===== src/hdl/sv39ptw_pkg.sv =====
package sv39ptw_pkg;

  localparam int VA_W       = 39;
  localparam int PPN_W      = 44;
  localparam int PA_W       = 56;
  localparam int FLAG_W     = 10;
  localparam int IDX_W      = 9;
  localparam int PAGE_SHIFT = 12;
  localparam int WADDR_W    = 12;
  localparam int PTE_W      = 64;

  // pte layout
  localparam int PTE_V_BIT   = 0;
  localparam int PTE_PPN_LSB = 10;

  // request kinds
  localparam logic REQ_WRITE     = 1'b0;
  localparam logic REQ_TRANSLATE = 1'b1;

  // walk depth, top level index field first
  localparam int LEVELS = 3;
  localparam logic [1:0] TOP_LVL   = 2'd2;
  localparam logic [1:0] FINAL_LVL = 2'(3 - LEVELS);

  typedef struct packed {
    logic               req_type;
    logic [WADDR_W-1:0] word_addr;
    logic [PTE_W-1:0]   word_data;
    logic [VA_W-1:0]    virt_addr;
  } walk_req_t;

  typedef struct packed {
    logic              mapped;
    logic [PA_W-1:0]   phys_addr;
    logic [FLAG_W-1:0] leaf_flags;
  } walk_rsp_t;

  typedef struct packed {
    logic start_walk;   // latch va, read top-level entry
    logic write_word;   // store one table word
    logic step_walk;    // follow current entry to next level
    logic load_result;  // load result from current entry
    logic load_ack;     // load all-zero write acknowledge
  } ptw_cmd_t;

  typedef struct packed {
    logic entry_valid;
    logic last_level;
  } ptw_status_t;

endpackage


===== src/hdl/sv39ptw_ctrl.sv =====
module sv39ptw_ctrl
  import sv39ptw_pkg::*;
(
  input  logic        clk,
  input  logic        rst,
  input  logic        in_valid,
  input  logic        in_req_type,
  output logic        in_stall,
  output logic        out_valid,
  input  logic        out_stall,
  input  ptw_status_t status,
  output ptw_cmd_t    cmd
);

  localparam logic [1:0] ST_IDLE      = 2'd0;
  localparam logic [1:0] ST_WALK      = 2'd1;
  localparam logic [1:0] ST_HOLD_WALK = 2'd2;
  localparam logic [1:0] ST_HOLD_ACK  = 2'd3;

  logic [1:0] state;
  logic [1:0] state_next;
  logic       out_free;
  logic       accept;
  logic       walk_done;

  assign in_stall = (state != ST_IDLE);
  assign accept   = in_valid && !in_stall;
  assign out_free = !out_valid || !out_stall;
  assign walk_done = !status.entry_valid || status.last_level;

  always_comb begin
    state_next = state;
    cmd        = '0;
    unique case (state)
      ST_IDLE: begin
        if (accept) begin
          if (in_req_type == REQ_TRANSLATE) begin
            cmd.start_walk = 1'b1;
            state_next     = ST_WALK;
          end else begin
            cmd.write_word = 1'b1;
            if (out_free) begin
              cmd.load_ack = 1'b1;
            end else begin
              state_next = ST_HOLD_ACK;
            end
          end
        end
      end
      ST_WALK: begin
        if (walk_done) begin
          if (out_free) begin
            cmd.load_result = 1'b1;
            state_next      = ST_IDLE;
          end else begin
            state_next = ST_HOLD_WALK;
          end
        end else begin
          cmd.step_walk = 1'b1;
        end
      end
      ST_HOLD_WALK: begin
        if (out_free) begin
          cmd.load_result = 1'b1;
          state_next      = ST_IDLE;
        end
      end
      ST_HOLD_ACK: begin
        if (out_free) begin
          cmd.load_ack = 1'b1;
          state_next   = ST_IDLE;
        end
      end
      default: state_next = ST_IDLE;
    endcase
  end

  always_ff @(posedge clk) begin
    if (rst) begin
      state     <= ST_IDLE;
      out_valid <= 1'b0;
    end else begin
      state <= state_next;
      if (cmd.load_result || cmd.load_ack) begin
        out_valid <= 1'b1;
      end else if (!out_stall) begin
        out_valid <= 1'b0;
      end
    end
  end

  // a pending result is never overwritten
  a_no_overwrite: assert property (@(posedge clk) disable iff (rst)
    (cmd.load_result || cmd.load_ack) |-> (!out_valid || !out_stall))
    else $error("result loaded over an untaken result");

  // waiting states are only entered behind a stalled result
  a_hold_busy: assert property (@(posedge clk) disable iff (rst)
    (state == ST_HOLD_WALK || state == ST_HOLD_ACK) |-> out_valid)
    else $error("holding a result while the output register is free");

  // a new result only appears through a load
  a_out_from_load: assert property (@(posedge clk) disable iff (rst)
    (out_valid && !$past(out_valid)) |-> $past(cmd.load_result || cmd.load_ack))
    else $error("result valid without a load");

  // a walk step never follows a finished walk
  a_step_walking: assert property (@(posedge clk) disable iff (rst)
    cmd.step_walk |-> (state == ST_WALK && status.entry_valid))
    else $error("walk step outside an active walk");

endmodule


===== config.mk =====
export PLATFORM = sky130hd
export DESIGN_NAME = sv39ptw_ctrl
export DESIGN_NICKNAME = d
export VERILOG_FILES = /design/src/hdl/sv39ptw_pkg.sv /design/src/hdl/sv39ptw_ctrl.sv
export SDC_FILE = /design/constraint.sdc
export NUM_CORES = 1
export LEC_CHECK = 0
export BUFFER_PORTS_ARGS = -buffer_cell sky130_fd_sc_hd__buf_2
export CORE_AREA = 2 2 39 41
export CTS_BUF_LIST = sky130_fd_sc_hd__clkbuf_4
export CTS_CLUSTER_SIZE = 25
export DETAILED_ROUTE_END_ITERATION = 10
export DIE_AREA = 0 0 41 43
export SLEW_MARGIN = 20
export SYNTH_ARGS = -nofsm -noshare
export SYNTH_HDL_FRONTEND = slang
export SYNTH_SLANG_ARGS = --single-unit

===== constraint.sdc =====
create_clock -name clk -period 3.2 [get_ports clk]
set_input_delay 0.64 -clock clk [delete_from_list [all_inputs] [get_ports clk]]
set_output_delay 0.64 -clock clk [all_outputs]
set_load 0.05 [all_outputs]

# After elaboration in Yosys (flattened, before gate mapping)
# Index checks and enable logic that the tools add are counted.
[op_classes] eq_ne=8 mux=21 n_reduce_logical=12
[op_table] operator="$mux W2" count=8
[op_table] operator="$mux W1" count=10
[op_table] operator="$pmux W2 S3" count=1
[op_table] operator="$eq A2 B2 Y1 const B" count=2
[op_table] operator="$logic_not A1 Y1" count=4
[op_table] operator="$ne A2 B1 Y1 const B" count=2
[op_table] operator="$ne A2 B2 Y1 const B" count=2
[op_table] operator="$pmux W1 S2" count=2
[op_table] operator="$reduce_and A4 Y1" count=1
[op_table] operator="$logic_or A1 B1 Y1" count=3
[op_table] operator="$ne A3 B3 Y1 const B" count=1
[op_table] operator="$eq A2 B1 Y1 const B" count=1
[op_table] operator="$logic_not A2 Y1" count=1
[op_table] operator="$reduce_bool A2 Y1" count=1
[op_table] operator="$reduce_or A2 Y1" count=1
[op_table] operator="$logic_and A1 B1 Y1" count=1
[word_totals] word_cells=43 out_inout_bits=7 inputBits=7 reg_bits=3

# Logic depth before layout (Yosys ltp)
[depth] word_depth=8 ltp_mapped=6 mapped_depth_nobuf=6

# Worst setup path before layout
# Ideal clock, no wire load.
[synth_path] kind="input to output" from="in in_valid" to="out cmd[0] (netlist bit)" arrival_ns=2.536 t_required_ns=2.560 path_slack_ns=0.024 path_buffers=0 path_stages=4 cell_sequence="nand2_1 -> nor2_1 -> nor2_1 -> nor3_1"
[synth_rtl] item="start, declared" line="sv39ptw_ctrl.sv:6" text="input logic in_valid,"
[synth_rtl] item="end, declared" line="sv39ptw_ctrl.sv:12" text="output ptw_cmd_t cmd"

==> run summary <==
The run finished with clean final reports. During placement, the flow inserted port buffers numbering 13. The tools report the clock root buffer as clkbuf_4. The number of setup buffers added after CTS is 0.

For the final database, setup skew stands at 0.0004359 ns. STA classifies the critical path endpoint as a primary output. The detail route stage leaves a number of antenna-violating nets equal to 0. Critical path required time: 2.56 ns. For the portion of the post-synthesis area used by sequential elements, the log shows 20.96%.

The synthesis-to-finish area growth is 40.17%, and the maximum net fanout on the critical path is 4. The total power after layout is 0.0004114 W. The region available for standard cell placement spans 1384 µm². The power density over cell area works out to 1024 nW/µm².

The total wirelength of the detailed-routed design came out at 659 µm. Of the cells placed in the final design, the portion with a size suffix greater than 1 is 36.36%. Detailed placement finished with a half-perimeter wire length of 536.3 µm. The die span in x is 41 µm. Yosys printed 0 warnings.

The post-synthesis instance total came out at 38. The unique cell type count in the Yosys netlist was 19. Setup violations remaining at the end of the flow were counted as 0. The worst hold path passes through 2 cells.

TritonCTS built the clock tree. Counting the fill cells in the layout gives 171. The signal on the critical path passes through inv_1 > ha_1 > nand2_1 > nor2_1 > nor2_1 > nor3_1 > buf_2. The tools report the worst hold slack after final layout as 0.5141 ns. The critical path is of the reg -> out type.

For this configuration, the core starts out at a cell density of 20.71%. The logs give 0 for the count of maximum capacitance violations and 0.6556 for the placer's final routability congestion estimate. The run gives 68 as the number of nets at the end of the flow. The final critical path time including I/O delays and setup was 2.178 ns; the number of antenna violations at the first check in global routing was 0.

Number of nets in the synthesized netlist: 50. The family with the most delay on the worst path was buffers and inverters. The run gives 0 ns as the setup TNS after final layout.

The run gives 6 as the maximum number of pins on one net before global-route repair. In this run the static leakage power is 0.2131 nW. For this block, the via count after detailed routing is 307. After global routing the overflow that remains totals 0. The total of hold buffers inserted after clock tree synthesis came out at 0.

For the I/O pin count, the log shows 14. The most numerous cell type found on the critical path is nor2_1. The part of the cycle the worst path needs works out to 68.06%. VDD sags by at most 0.0002244 V.

The number of register bits inferred by synthesis works out to 3. The startpoint identified for the worst register-to-register timing path is state[1]$_SDFFE_PP0P_. Per-cell via count in the routed design: 4.324.

Global routing used 8.216% of the available tracks across all layers. The tools report the number of failing hold endpoints at the final stage as 0. After detailed routing, the average wire length per cell comes to 9.282 µm. 0 antenna diodes ended up in the layout. Clock latency on the worst-skew pair, taken at its later pin, is 0.23 ns. The worst slew margin relative to its limit came out at 76.27%. The cell at the slowest stage of the critical path was dfxtp_1. The worst-case reg-to-reg path depth works out to 6. Data on the critical path arrives at its endpoint at 1.54 ns. In this run the most critical hold path is launched from state[1]$_SDFFE_PP0P_.

The maximum count of clock buffers along a single path is 2, and the via count of the first global-routing pass is 250. The clock edge transition at the registers on the reported setup and hold paths was 0.04 ns; the area of the die was 1763 µm². The max-slew violation count is 0.

Post-CTS repair changed the size of 0 cells. In this run the core area contains 14 standard-cell rows. For hold timing, the worst endpoint is state[1]$_SDFFE_PP0P_. Together, buffers and inverters on the worst path number 2. Timing would allow up to 459.2 MHz.

The first detailed-routing pass took 4 iterations. The floorplan step set the die height to 43 µm. The logs give 3 for the number of CTS-inserted buffers and 1.66 ns for the worst setup slack for register-to-register paths. The run gives 945 µm as the wire length of the first global-routing pass. For the CTS H-tree depth, the log shows 1. Path class of the lowest-slack min-delay path: reg -> reg.

The worst register-to-register path ends at state[1]$_SDFFE_PP0P_. Averaged over all synthesized cells, the footprint is 7.540 µm². At the pin with the least slew margin, the transition time is 0.3522 ns.

After the first detailed-routing iteration, the DRC count stood at 12. The longest individual stage delay on the worst path was 0.33 ns. Setup repair after global routing left no endpoint under its margin. The DRC violation count after routing is 0.

After synthesis the cells add up to 286.5 µm². STA classifies the critical path startpoint as a flop. The tools report the clock sink count as 3.
==> sequential cells by signal, indices dropped and copies added (netlist names) <==
signal / flops
state: 2
out_valid: 1
==> cells in the final DEF (no fill, tap or decap) <==
master     n
a21o_2     1
a21oi_1    4
a311oi_1   1
and2_2     1
and3_1     1
buf_2     13
clkbuf_4   4
dfxtp_1    3
ha_1       5
inv_1      4
mux2_2     1
nand2_1    3
nand2b_1   1
nand3_1    1
nand3b_1   1
nor2_1     4
nor3_1     1
nor4_1     1
o21ai_0    3
or3_1      1
or3b_1     1
==> per-stage QoR <==
step / std cells / setup slack (ns) / area, µm² / util [%]
2_1_floorplan: 38 / 0.02426 / 286.5 / -
3_3_place_gp: 67 / 1.164 / 371.6 / 26.85
3_5_place_dp: 67 / 1.174 / 371.6 / 26.85
4_1_cts: 71 / 1.015 / 401.6 / 29.02
5_1_grt: 71 / 0.8602 / 401.6 / 29.02
6_report: 71 / 1.022 / 401.6 / 29.02
==> area by class of cell <==
| class | count | area [µm²] | share of cell area (%) |
|---|---|---|---|
| multi-input cells | 31 | 211.5 | 52.65 |
| inverters | 4 | 15.01 | 3.738 |
| well taps | 16 | 20.02 | 4.984 |
| flip-flops and latches | 3 | 60.06 | 14.95 |
| clock buffers | 4 | 30.03 | 7.477 |
| repair buffers | 13 | 65.06 | 16.20 |
==> kinds of logic after synthesis <==
| kind of cell | synth area share, % |
|---|---|
| AOI/OAI and AO/OA | 18.34 |
| buffers and inverters | 5.239 |
| adders and majority gates | 21.83 |
| and+or+nand+nor | 29.70 |
| DFF | 20.96 |
| muxes | 3.930 |
==> where the power goes <==
group          internal, W  leakage, nW  switching, W  total (W)
Combinational    0.0000850        0.170      0.000185   0.000270
Clock            0.0000552       0.0184     0.0000197  0.0000749
Sequential       0.0000522       0.0248     0.0000144  0.0000666
==> routing by layer <==
metal / global-route usage [%] / up-vias / wire [µm]
met5: 0 / - / 0
met1: 9.265 / 133 / 326
li1: - / 167 / -
met3: 6.283 / 0 / 33
met2: 11.88 / 7 / 299
met4: 2.000 / 0 / 0
==> cells in the mapped netlist, drive strengths merged <==
cell	count	area [µm²]
ha	5	62.56
a21oi	4	20.02
inv	4	15.01
nor2	4	15.01
dfxtp	3	60.06
nand2	3	11.26
o21ai	3	15.01
a21o	1	8.760
a311oi	1	8.760
and2	1	7.510
and3	1	6.260
mux2	1	11.26
nand2b	1	6.260
nand3	1	5.000
nand3b	1	7.510
nor3	1	5.000
nor4	1	6.260
or3	1	6.260
or3b	1	8.760
==> how the worst max path moves through the flow <==
stage | start | endpoint | slack (ns) | depth (start not counted)
2_1_floorplan | in_valid | cmd[0] | 0.02 | 4
3_3_place_gp | in_req_type | cmd[0] | 1.16 | 5
3_5_place_dp | in_req_type | cmd[0] | 1.17 | 5
4_1_cts | state[0]$_SDFFE_PP0P_ | cmd[0] | 1.02 | 7
5_1_grt | state[0]$_SDFFE_PP0P_ | cmd[0] | 0.86 | 7
6_report | state[0]$_SDFFE_PP0P_ | cmd[0] | 1.02 | 7
==> worst register-to-register path, cell delays in order, from the launching register on <==
cell	delay, ns
dfxtp_1	0.36
inv_1	0.09
ha_1	0.22
nand3b_1	0.11
o21ai_0	0.15
or3_1	0.40
a21oi_1	0.14
(Power assumes the default switching activity.)
